--- src/hw/rtl/mwif_pkg.sv ---
// ----------------------------------------------------------------------------
// mwif_pkg: shared types and constants of the multi-writer mailbox FIFO
// Holds the bus function codes, the item structs and the FIFO sizing.
// ----------------------------------------------------------------------------
package mwif_pkg;

  // FIFO sizing
  localparam int FIFO_DEPTH = 64;
  localparam int PTR_W      = (FIFO_DEPTH > 1) ? $clog2(FIFO_DEPTH) : 1;
  localparam int CNT_W      = $clog2(FIFO_DEPTH + 1);

  // Word layout
  localparam int DATA_W     = 32;
  localparam int ID_W       = 6;
  localparam int ENTRY_W    = DATA_W - ID_W;
  localparam int FILL_W     = 7;
  localparam int FLAG_CNT   = 63;
  localparam int FLAG_HI_W  = FLAG_CNT - DATA_W;

  localparam logic [ID_W-1:0]   NO_FLAG_ID = 6'h3f;
  localparam logic [DATA_W-1:0] EMPTY_WORD = 32'hFFFF_FFFF;

  // Bus function codes
  typedef enum logic [2:0] {
    FN_PUSH      = 3'd0,
    FN_POP       = 3'd1,
    FN_RD_FLAGS0 = 3'd2,
    FN_RD_FLAGS1 = 3'd3,
    FN_CLR_FLAGS0 = 3'd4,
    FN_CLR_FLAGS1 = 3'd5
  } func_t;

  // Input item
  typedef struct packed {
    logic [2:0]        func;
    logic [DATA_W-1:0] write_data;
  } in_item_t;

  // Result item
  typedef struct packed {
    logic [DATA_W-1:0] read_data;
    logic [FILL_W-1:0] fill_level;
  } out_item_t;

  // Control from the decoder to the entry store
  typedef struct packed {
    logic               push;
    logic               pop;
    logic [ENTRY_W-1:0] entry;
  } store_ctrl_t;

  // Status from the entry store
  typedef struct packed {
    logic               full;
    logic               empty;
    logic [ENTRY_W-1:0] head;
    logic [CNT_W-1:0]   cnt_nxt;
  } store_stat_t;

  // Control from the decoder to the overflow flags
  typedef struct packed {
    logic              set_en;
    logic [ID_W-1:0]   set_id;
    logic              clr0;
    logic              clr1;
    logic [DATA_W-1:0] clr_mask;
  } flag_ctrl_t;

endpackage

--- src/hw/rtl/mwif_store.sv ---
// ----------------------------------------------------------------------------
// mwif_store: entry memory, pointers and fill count of the mailbox FIFO
// Keeps the oldest entry prefetched in a head register so a pop needs no
// memory access of its own.
// ----------------------------------------------------------------------------
module mwif_store (
  input  logic                  clk,
  input  logic                  rst_n,
  input  mwif_pkg::store_ctrl_t ctrl,
  output mwif_pkg::store_stat_t stat
);
  import mwif_pkg::*;

  logic [ENTRY_W-1:0] mem [FIFO_DEPTH];
  logic [ENTRY_W-1:0] head_r;
  logic [PTR_W-1:0]   rd_ptr_r, rd_ptr_nxt;
  logic [PTR_W-1:0]   wr_ptr_r, wr_ptr_nxt;
  logic [CNT_W-1:0]   cnt_r, cnt_nxt;
  logic               full, empty;

  function automatic logic [PTR_W-1:0] ptr_inc(input logic [PTR_W-1:0] p);
    return (p == PTR_W'(FIFO_DEPTH - 1)) ? '0 : p + 1'b1;
  endfunction

  assign full  = (cnt_r == CNT_W'(FIFO_DEPTH));
  assign empty = (cnt_r == '0);

  // Advance pointers and count
  always_comb begin
    rd_ptr_nxt = ctrl.pop  ? ptr_inc(rd_ptr_r) : rd_ptr_r;
    wr_ptr_nxt = ctrl.push ? ptr_inc(wr_ptr_r) : wr_ptr_r;
    cnt_nxt    = cnt_r;
    if (ctrl.push) begin
      cnt_nxt = cnt_r + 1'b1;
    end else if (ctrl.pop) begin
      cnt_nxt = cnt_r - 1'b1;
    end
  end

  always_ff @(posedge clk) begin
    if (!rst_n) begin
      rd_ptr_r <= '0;
      wr_ptr_r <= '0;
      cnt_r    <= '0;
    end else begin
      rd_ptr_r <= rd_ptr_nxt;
      wr_ptr_r <= wr_ptr_nxt;
      cnt_r    <= cnt_nxt;
    end
  end

  // Write the memory; prefetch the next head, forwarding a write to it
  always_ff @(posedge clk) begin
    if (ctrl.push) begin
      mem[wr_ptr_r] <= ctrl.entry;
    end
    if (ctrl.push && (wr_ptr_r == rd_ptr_nxt)) begin
      head_r <= ctrl.entry;
    end else begin
      head_r <= mem[rd_ptr_nxt];
    end
  end

  assign stat.full    = full;
  assign stat.empty   = empty;
  assign stat.head    = head_r;
  assign stat.cnt_nxt = cnt_nxt;

`ifndef ASSERT_OFF
  a_cnt_bound: assert property (@(posedge clk) disable iff (!rst_n)
    cnt_r <= CNT_W'(FIFO_DEPTH))
    else $error("fill count above depth");

  a_no_push_full: assert property (@(posedge clk) disable iff (!rst_n)
    full |-> !ctrl.push)
    else $error("push into full FIFO");

  a_no_pop_empty: assert property (@(posedge clk) disable iff (!rst_n)
    empty |-> !ctrl.pop)
    else $error("pop from empty FIFO");

  a_ptr_sync: assert property (@(posedge clk) disable iff (!rst_n)
    (empty || full) |-> (rd_ptr_r == wr_ptr_r))
    else $error("pointers disagree with fill count");
`endif

endmodule

--- src/hw/rtl/mwif_flags.sv ---
// ----------------------------------------------------------------------------
// mwif_flags: per-writer overflow flags of the mailbox FIFO
// Sets a writer's flag on a dropped push; clears flags by write-one.
// ----------------------------------------------------------------------------
module mwif_flags (
  input  logic                        clk,
  input  logic                        rst_n,
  input  mwif_pkg::flag_ctrl_t        ctrl,
  output logic [mwif_pkg::DATA_W-1:0] flags0,
  output logic [mwif_pkg::DATA_W-1:0] flags1
);
  import mwif_pkg::*;

  logic [FLAG_CNT-1:0] flags_r, flags_nxt;
  logic [FLAG_CNT-1:0] set_vec;

  // Decode the writer id into a flag bit; id 63 maps to nothing
  always_comb begin
    set_vec = '0;
    if (ctrl.set_en && (ctrl.set_id != NO_FLAG_ID)) begin
      set_vec[ctrl.set_id] = 1'b1;
    end
  end

  // Set on overflow, clear by write-one
  always_comb begin
    flags_nxt = flags_r | set_vec;
    if (ctrl.clr0) begin
      flags_nxt[DATA_W-1:0] = flags_r[DATA_W-1:0] & ~ctrl.clr_mask;
    end
    if (ctrl.clr1) begin
      flags_nxt[FLAG_CNT-1:DATA_W] = flags_r[FLAG_CNT-1:DATA_W]
                                     & ~ctrl.clr_mask[FLAG_HI_W-1:0];
    end
  end

  always_ff @(posedge clk) begin
    if (!rst_n) begin
      flags_r <= '0;
    end else begin
      flags_r <= flags_nxt;
    end
  end

  assign flags0 = flags_r[DATA_W-1:0];
  assign flags1 = {1'b0, flags_r[FLAG_CNT-1:DATA_W]};

endmodule

--- src/hw/rtl/multi_writer_ipc_fifo.sv ---
// ----------------------------------------------------------------------------
// multi_writer_ipc_fifo: shared inter-processor mailbox FIFO
// Decodes bus accesses, drives the entry store and overflow flags, and
// returns one result item per access through an output register.
// ----------------------------------------------------------------------------
// Every accepted bus access yields exactly one result item in the next cycle,
// and a new access can be accepted every cycle unless in_stall is high; the
// whole access is resolved combinationally because the oldest entry is held
// prefetched in a head register next to the 64-entry memory. in_stall rises
// only while a result sits in the output register and out_stall holds it. A
// push into a full FIFO is dropped and flags its writer (bits 5:0, ids 0-62);
// a pop of an empty FIFO returns all ones. There is no clearing pass after reset.
module multi_writer_ipc_fifo (
  input  logic                 clk,
  input  logic                 rst_n,
  input  logic                 in_valid,
  output logic                 in_stall,
  input  mwif_pkg::in_item_t   in_item,
  output logic                 out_valid,
  input  logic                 out_stall,
  output mwif_pkg::out_item_t  out_item
);
  import mwif_pkg::*;

  store_ctrl_t       st_ctrl;
  store_stat_t       st_stat;
  flag_ctrl_t        fl_ctrl;
  logic [DATA_W-1:0] flags0, flags1;
  logic              accept;
  logic [DATA_W-1:0] result;
  logic              out_valid_r;
  out_item_t         out_item_r;

  assign in_stall = out_valid_r & out_stall;
  assign accept   = in_valid & ~in_stall;

  // Decode the access
  always_comb begin
    st_ctrl          = '0;
    st_ctrl.entry    = in_item.write_data[DATA_W-1:ID_W];
    fl_ctrl          = '0;
    fl_ctrl.set_id   = in_item.write_data[ID_W-1:0];
    fl_ctrl.clr_mask = in_item.write_data;
    result           = '0;
    unique case (in_item.func)
      FN_PUSH: begin
        st_ctrl.push   = accept & ~st_stat.full;
        fl_ctrl.set_en = accept & st_stat.full;
      end
      FN_POP: begin
        st_ctrl.pop = accept & ~st_stat.empty;
        result      = st_stat.empty ? EMPTY_WORD : {st_stat.head, {ID_W{1'b0}}};
      end
      FN_RD_FLAGS0: result = flags0;
      FN_RD_FLAGS1: result = flags1;
      FN_CLR_FLAGS0: fl_ctrl.clr0 = accept;
      FN_CLR_FLAGS1: fl_ctrl.clr1 = accept;
      default: result = '0;
    endcase
  end

  mwif_store u_store (
    .clk  (clk),
    .rst_n(rst_n),
    .ctrl (st_ctrl),
    .stat (st_stat)
  );

  mwif_flags u_flags (
    .clk   (clk),
    .rst_n (rst_n),
    .ctrl  (fl_ctrl),
    .flags0(flags0),
    .flags1(flags1)
  );

  // Hold the result until taken
  always_ff @(posedge clk) begin
    if (!rst_n) begin
      out_valid_r <= 1'b0;
    end else if (accept) begin
      out_valid_r <= 1'b1;
    end else if (!out_stall) begin
      out_valid_r <= 1'b0;
    end
  end

  always_ff @(posedge clk) begin
    if (accept) begin
      out_item_r.read_data  <= result;
      out_item_r.fill_level <= FILL_W'(st_stat.cnt_nxt);
    end
  end

  assign out_valid = out_valid_r;
  assign out_item  = out_item_r;

`ifndef ASSERT_OFF
  a_result_follows: assert property (@(posedge clk) disable iff (!rst_n)
    accept |=> out_valid_r)
    else $error("accepted item produced no result");

  a_no_lost_result: assert property (@(posedge clk) disable iff (!rst_n)
    (out_valid_r && out_stall) |-> !accept)
    else $error("item accepted over a held result");

  a_held_result: assert property (@(posedge clk) disable iff (!rst_n)
    (out_valid_r && out_stall) |=> (out_valid_r && $stable(out_item_r)))
    else $error("held result changed");
`endif

endmodule
--- config.mk ---
export PLATFORM = sky130hd
export DESIGN_NAME = multi_writer_ipc_fifo
export DESIGN_NICKNAME = d
export VERILOG_FILES = /design/src/hw/rtl/mwif_pkg.sv /design/src/hw/rtl/mwif_store.sv /design/src/hw/rtl/mwif_flags.sv /design/src/hw/rtl/multi_writer_ipc_fifo.sv
export SDC_FILE = /design/constraint.sdc
export NUM_CORES = 2
export LEC_CHECK = 0
export ABC_AREA = 1
export BUFFER_PORTS_ARGS = -buffer_cell sky130_fd_sc_hd__clkbuf_2
export CELL_PAD_IN_SITES_DETAIL_PLACEMENT = 0
export CELL_PAD_IN_SITES_GLOBAL_PLACEMENT = 2
export CORE_ASPECT_RATIO = 1.4
export CORE_MARGIN = 2
export CORE_UTILIZATION = 30
export DETAILED_ROUTE_END_ITERATION = 6
export PLACE_DENSITY = 0.62
export REMOVE_ABC_BUFFERS = 1
export SYNTH_ARGS = -nofsm -noshare
export SYNTH_HDL_FRONTEND = slang
export SYNTH_SLANG_ARGS = --single-unit
--- constraint.sdc ---
create_clock -name clk -period 9.72 [get_ports clk]
set_input_delay 1.944 -clock clk [delete_from_list [all_inputs] [get_ports clk]]
set_output_delay 1.944 -clock clk [all_outputs]
set_load 0.02 [all_outputs]
# After elaboration in Yosys (flattened, before gate mapping)
# Memory sizes are Yosys's and may differ from the RTL's. A register that Yosys moved wholly into a read port is not among the register bits.
# Cells that the tools add are included.
dict set report word_totals {
  reg_bits 122
  mem_bits_rw 1664
  in_bits 39
  out_inout_bits 41
  wordCells 62
  mem_count 1
}
dict set report classes {
  add_sub_neg 4
  magnitude_cmp 2
  n_eq_ne 10
  mux 21
  bitwise_logic 13
  reduce_logical 4
}
# memory depth width read_ports rd_clocked_by_memory_dff wr line_no
set memory_table {}
lappend memory_table {u_store.mem 64 26 1 1 1 mwif_store.sv:14} ;# logic [ENTRY_W-1:0] mem [FIFO_DEPTH];
# op count
set ops {}
lappend ops {{case mux 32 bit (3 select lines)} 1}
lappend ops {{2-to-1 mux 32 bit} 2}
lappend ops {{2-to-1 mux 63 bit} 1}
lappend ops {{bitwise OR 63 bit} 1}
lappend ops {{AND 32 bit} 1}
lappend ops {{inverter 32 bit} 1}
lappend ops {{AND 31 bit} 1}
lappend ops {{2-to-1 mux 31 bit} 1}
lappend ops {{inverter 31 bit} 1}
lappend ops {{2-to-1 mux 6 bit} 3}
lappend ops {{2-to-1 mux 7 bit} 2}
lappend ops {{adder 6 x 1 -> 6 bit, second input constant} 2}
lappend ops {{equality test 6 bit, second input constant} 2}
lappend ops {{2-to-1 mux 1 bit} 10}
lappend ops {{adder 7 x 1 -> 7 bit, second input constant} 1}
lappend ops {{equality test 7 bit, second input constant} 1}
lappend ops {{zero test 7 bit} 1}
lappend ops {{< comparator 6 x 7 -> 1 bit, second input constant} 1}
lappend ops {{subtractor 7 x 1 -> 7 bit, second input constant} 1}
lappend ops {{demux 1 bit (select 6 bit)} 1}
lappend ops {{equality test 3 x 2 -> 1 bit, second input constant} 2}
lappend ops {{equality test 3 bit, second input constant} 2}
lappend ops {{greater-or-equal comparator 6 x 1 -> 1 bit, second input constant} 1}
lappend ops {{inequality test 6 bit, second input constant} 1}
lappend ops {{other kinds (6)} 13}

# Depth between registers and ports, before layout
dict set report logic_depth {
  depth_word 9
  ltp_mapped 15
  ltp_nobuf 11
}

# Modules after synthesis
# From an unflattened synthesis, not the netlist that was laid out.
dict set report hier_totals {
  cells_unflattened 6549
  hier_area_um2 74039.8
}
# module instances cells_per_inst area_per_inst_um2 seq_area_each_um2
set modules_own_cells {}
lappend modules_own_cells {mwif_store 1 5793 68430.6 50468.4}
lappend modules_own_cells {mwif_flags 1 492 3211.8 1261.2}
lappend modules_own_cells {multi_writer_ipc_fifo 1 264 2397.3 1191.1}

# Least setup slack after synthesis
# OpenSTA, ideal clock, no wires.
dict set report synth_timing {
  path_type {in2reg}
  from {input port out_stall}
  to {memory u_store.mem[15][0] in the netlist's numbering (enable)}
  setup_time_ns 0.475
  arrival_ns 5.766
  required_time_ns 9.245
  path_slack_ns 3.479
  cell_stages 8
  path_buffers 1
  cell_sequence {nand2_1 -> nand2_1 -> inv_2 -> nand3_2 -> nor2_2 -> nand2_1 -> buf_2 -> nor4_1}
}
dict set report synth_between {
  elab_chain_len 7
}
# item line_no
set synth_rtl {}
lappend synth_rtl {{start, declared} multi_writer_ipc_fifo.sv:20} ;# input logic out_stall,
lappend synth_rtl {{AND 1 bit} multi_writer_ipc_fifo.sv:34} ;# assign in_stall = out_valid_r & out_stall;
lappend synth_rtl {{inverter 1 bit} multi_writer_ipc_fifo.sv:35} ;# assign accept = in_valid & ~in_stall;
lappend synth_rtl {{AND 1 bit} multi_writer_ipc_fifo.sv:35}
lappend synth_rtl {{net accept} multi_writer_ipc_fifo.sv:29} ;# logic accept;
lappend synth_rtl {{AND 1 bit} multi_writer_ipc_fifo.sv:47} ;# st_ctrl.push = accept & ~st_stat.full;
lappend synth_rtl {{2-to-1 mux 1 bit} multi_writer_ipc_fifo.sv:45} ;# unique case (in_item.func)
lappend synth_rtl {{2-to-1 mux 1 bit} mwif_store.sv:54} ;# if (ctrl.push) begin
lappend synth_rtl {{2-to-1 mux 1 bit (not written as such)} mwif_store.sv:55} ;# mem[wr_ptr_r] <= ctrl.entry;
lappend synth_rtl {{end, declared} mwif_store.sv:14}
# The timed path passes the listed nets, and every way through them passes these cells.

# Worst setup path after layout
dict set report layout_timing {
  from {input port out_stall}
  to {memory u_store.mem[24][25] in the netlist's numbering (enable)}
}
# The elaborated chain is that of the path after synthesis.

==> summary.md <==
| Metric | Value |
|---|---|
| Status | `finished, final reports clean` |
| Skew final | `0.08537 ns` |
| Worst EP arrival | `6.66 ns` |
| Post-layout util | `34.00%` |
| Cells along the critical path | `clkbuf_2 > nand2_1 > nand2_1 > inv_2 > nand3_2 > nor2_2 > inv_1 > nor2_2 > nand3_2 > nor2_4` |
| TritonCTS clock tree | `built` |
| Total grt overflow | `0` |
| # DRC | `0` |
| HP Class | `reg2reg` |
| Post-CTS sizing | `0` |
| Gp weighted congestion | `0.8311` |
| Asr flop ratio synth | `0%` |
| Core area | `242100 um^2` |
| Hpwl dp | `150000 um` |
| Post-synthesis cell type count | `37` |
| Largest net degree at the start of global routing | `163` |
| Pins over their slew limit | `0` |
| Drt first pass iters | `7` |
| Type of the worst setup path | `in2reg` |
| H-Tree Depth | `4` |
| Die X | `420.3 um` |
| EDFF count, synth | `1703` |
| Via density | `4.919` |
| Hold_ws | `0.4791 ns` |
| Tot Pwr | `15.79 mW` |
| Rows | `214` |
| Post-synth top area share | `70.24%` |
| Yosys reg bits | `1792` |
| Clock transition at path regs | `0.06 ns` |
| Critical path endpoint category | `register` |
| Clk Latency, worst-skew pair | `0.86 ns` |
| Final worst slack | `3.509 ns` |
| Mapped cell area | `72800 um^2` |
| Routed Wire Length | `252000 um` |
| Antenna violations before repair | `8` |
| Post-CTS Setup Inserts | `0` |
| Syn Area/Cell | `11.55 um^2` |
| Final setup violating endpoints | `0` |
| Power Dens Cells | `191.8 nW/um^2` |
| Die height | `586.9 um` |
| CTS root buf | `clkbuf_16` |
| Wire per inst | `26.12 um` |
| Pre-CTS setup slack | `2.585 ns` |
| Global-route wire length before repair | `354000 um` |
| Sequential-to-total area share from yosys stat | `72.69%` |
| VDD IR-drop max | `0.1191 mV` |
| Rel. slew slack | `16.98%` |
| Synth area leaders | `edfxtp_1 70%, nand2_1 12%, nand3_1 10%` |
| Top cells by count, synth | `2234 x nand2_1, 1703 x edfxtp_1, 1451 x nand3_1` |
| Warnings, synthesis | `0` |
| Initial Util | `30.08%` |
| Setup TNS Final | `0 ns` |
| Number of global-route vias before repair | `46470` |
| Vias | `47460` |
| Number of max-cap violations | `0` |
| Clock Path Buffers | `4` |
| CTS Hold Bufs | `0` |
| Post-route antenna net violation count | `0` |
| Clock sinks | `1792` |
| Slew @ Worst Pin | `1.245 ns` |
| Total die area | `246700 um^2` |
| Slowest cell on the critical path | `nor2_4` |
| GRT Total Usage | `20.06%` |
| Primary FF master, synth | `edfxtp_1` |
| Synth area leader | `edfxtp_1` |
| I/O pin count | `80` |
| Layout cells sized above 1 | `8.327%` |
| CP peak stage delay | `1.16 ns` |
| Final period utilization | `63.90%` |
| PortBufs | `79` |
| Nets | `6317` |
| Count leader, synth | `nand2_1` |
| Final hold viol count | `0` |
| Number of buffers created by CTS | `185` |
| Pleak | `28.50 nW` |
| Startpoint Class | `input port` |
| Min Tclk post-route | `6.211 ns` |
| DRT iter0 DRCs | `4312` |
| CP max FO | `41` |
| Post-Syn Instances | `6303` |
| Area growth, synth to finish | `13.04%` |
| Req. time, crit path | `10.17 ns` |
| RSZ-0062 raised after global routing | `no` |
| Fmax | `0.1610 GHz` |
kinds of logic after synthesis:
| group | after synthesis | share of synthesized area (%) |
|---|---|---|
| AOI/OAI and AO/OA | 188 | 1.499 |
| adders and majority gates | 4 | 0.06875 |
| and+or+nand+nor | 3831 | 22.43 |
| buffers and inverters | 478 | 3.190 |
| xor gates and xnor gates | 10 | 0.1203 |
| DFF | 1792 | 72.69 |
critical path: cells and delay by family:
kind | cells | cell delay, ns
AND/OR/NAND/NOR | 7 | 3.44
buffers and inverters | 3 | 1.22
through the flow:
stage	instance area, um^2	instances
after CTS	82280	9641
after global placement	76680	9327
final	82300	9648
after detailed placement	76680	9327
after global routing	82280	9642
after floorplan	70790	5907
path summary, 6_finish.rpt:
kind                                           from                  end  slack [ns]  cells after the start
worst max-delay path                      out_stall  u_store.mem[24][25]        3.51                     10
worst min-delay path            u_flags.flags_r[35]  u_flags.flags_r[35]        0.48                      2
worst min register to register  u_flags.flags_r[35]  u_flags.flags_r[35]        0.48                      2
worst max register to register            out_valid  u_store.mem[24][25]        4.38                      9
cell type report:
cell class | instances | area (um^2)
multi-input cells | 4033 | 18090
flip-flops and latches | 1792 | 52940
clock buffers | 224 | 4891
diodes | 7 | 17.52
inverters | 82 | 332.8
well taps | 3240 | 4054
clock inverters | 90 | 710.7
repair buffers | 180 | 1266
fillers | 24170 | 159800
registers in the layout, summed over array words and instances, names as in the netlist, named ones only:
signal            flops
u_store.mem        1664
u_store.wr_ptr_r      6
u_store.rd_ptr_r      6
out_valid             1
out_item             39
u_flags.flags_r      63
u_store.cnt_r         7
power by group:
part / switching (mW) / internal (mW) / total [mW]
registers: 0.0152 / 8.46 / 8.47
logic: 0.402 / 0.0734 / 0.475
clock network: 3.03 / 3.81 / 6.84
total: 3.45 / 12.3 / 15.8
routing by layer:
metal / global-route usage, % / routed length, um / vias to the layer above
met4: 7.446 / 9944 / 0
met1: 25.73 / 105100 / 23970
met2: 34.76 / 127200 / 1123
met5: 0 / 0 / -
met3: 2.075 / 9794 / 299
li1: - / - / 22070
placed cells by master (no fill, tap or decap), drive strengths merged, types with 6 or more instances in the layout:
cell      instances
buf             101
nand2          2236
clkbuf          303
dfxtp            89
nor4              6
bufinv            9
nand3          1453
xor2             10
clkinv           73
o21ai            70
a22oi             6
diode             7
inv              84
a221oi           25
nor2             99
o21bai            7
clkinvlp          6
nor3             23
edfxtp         1703
nand4            11
a21oi            76
No activity file was read; power rests on OpenSTA's default activity.
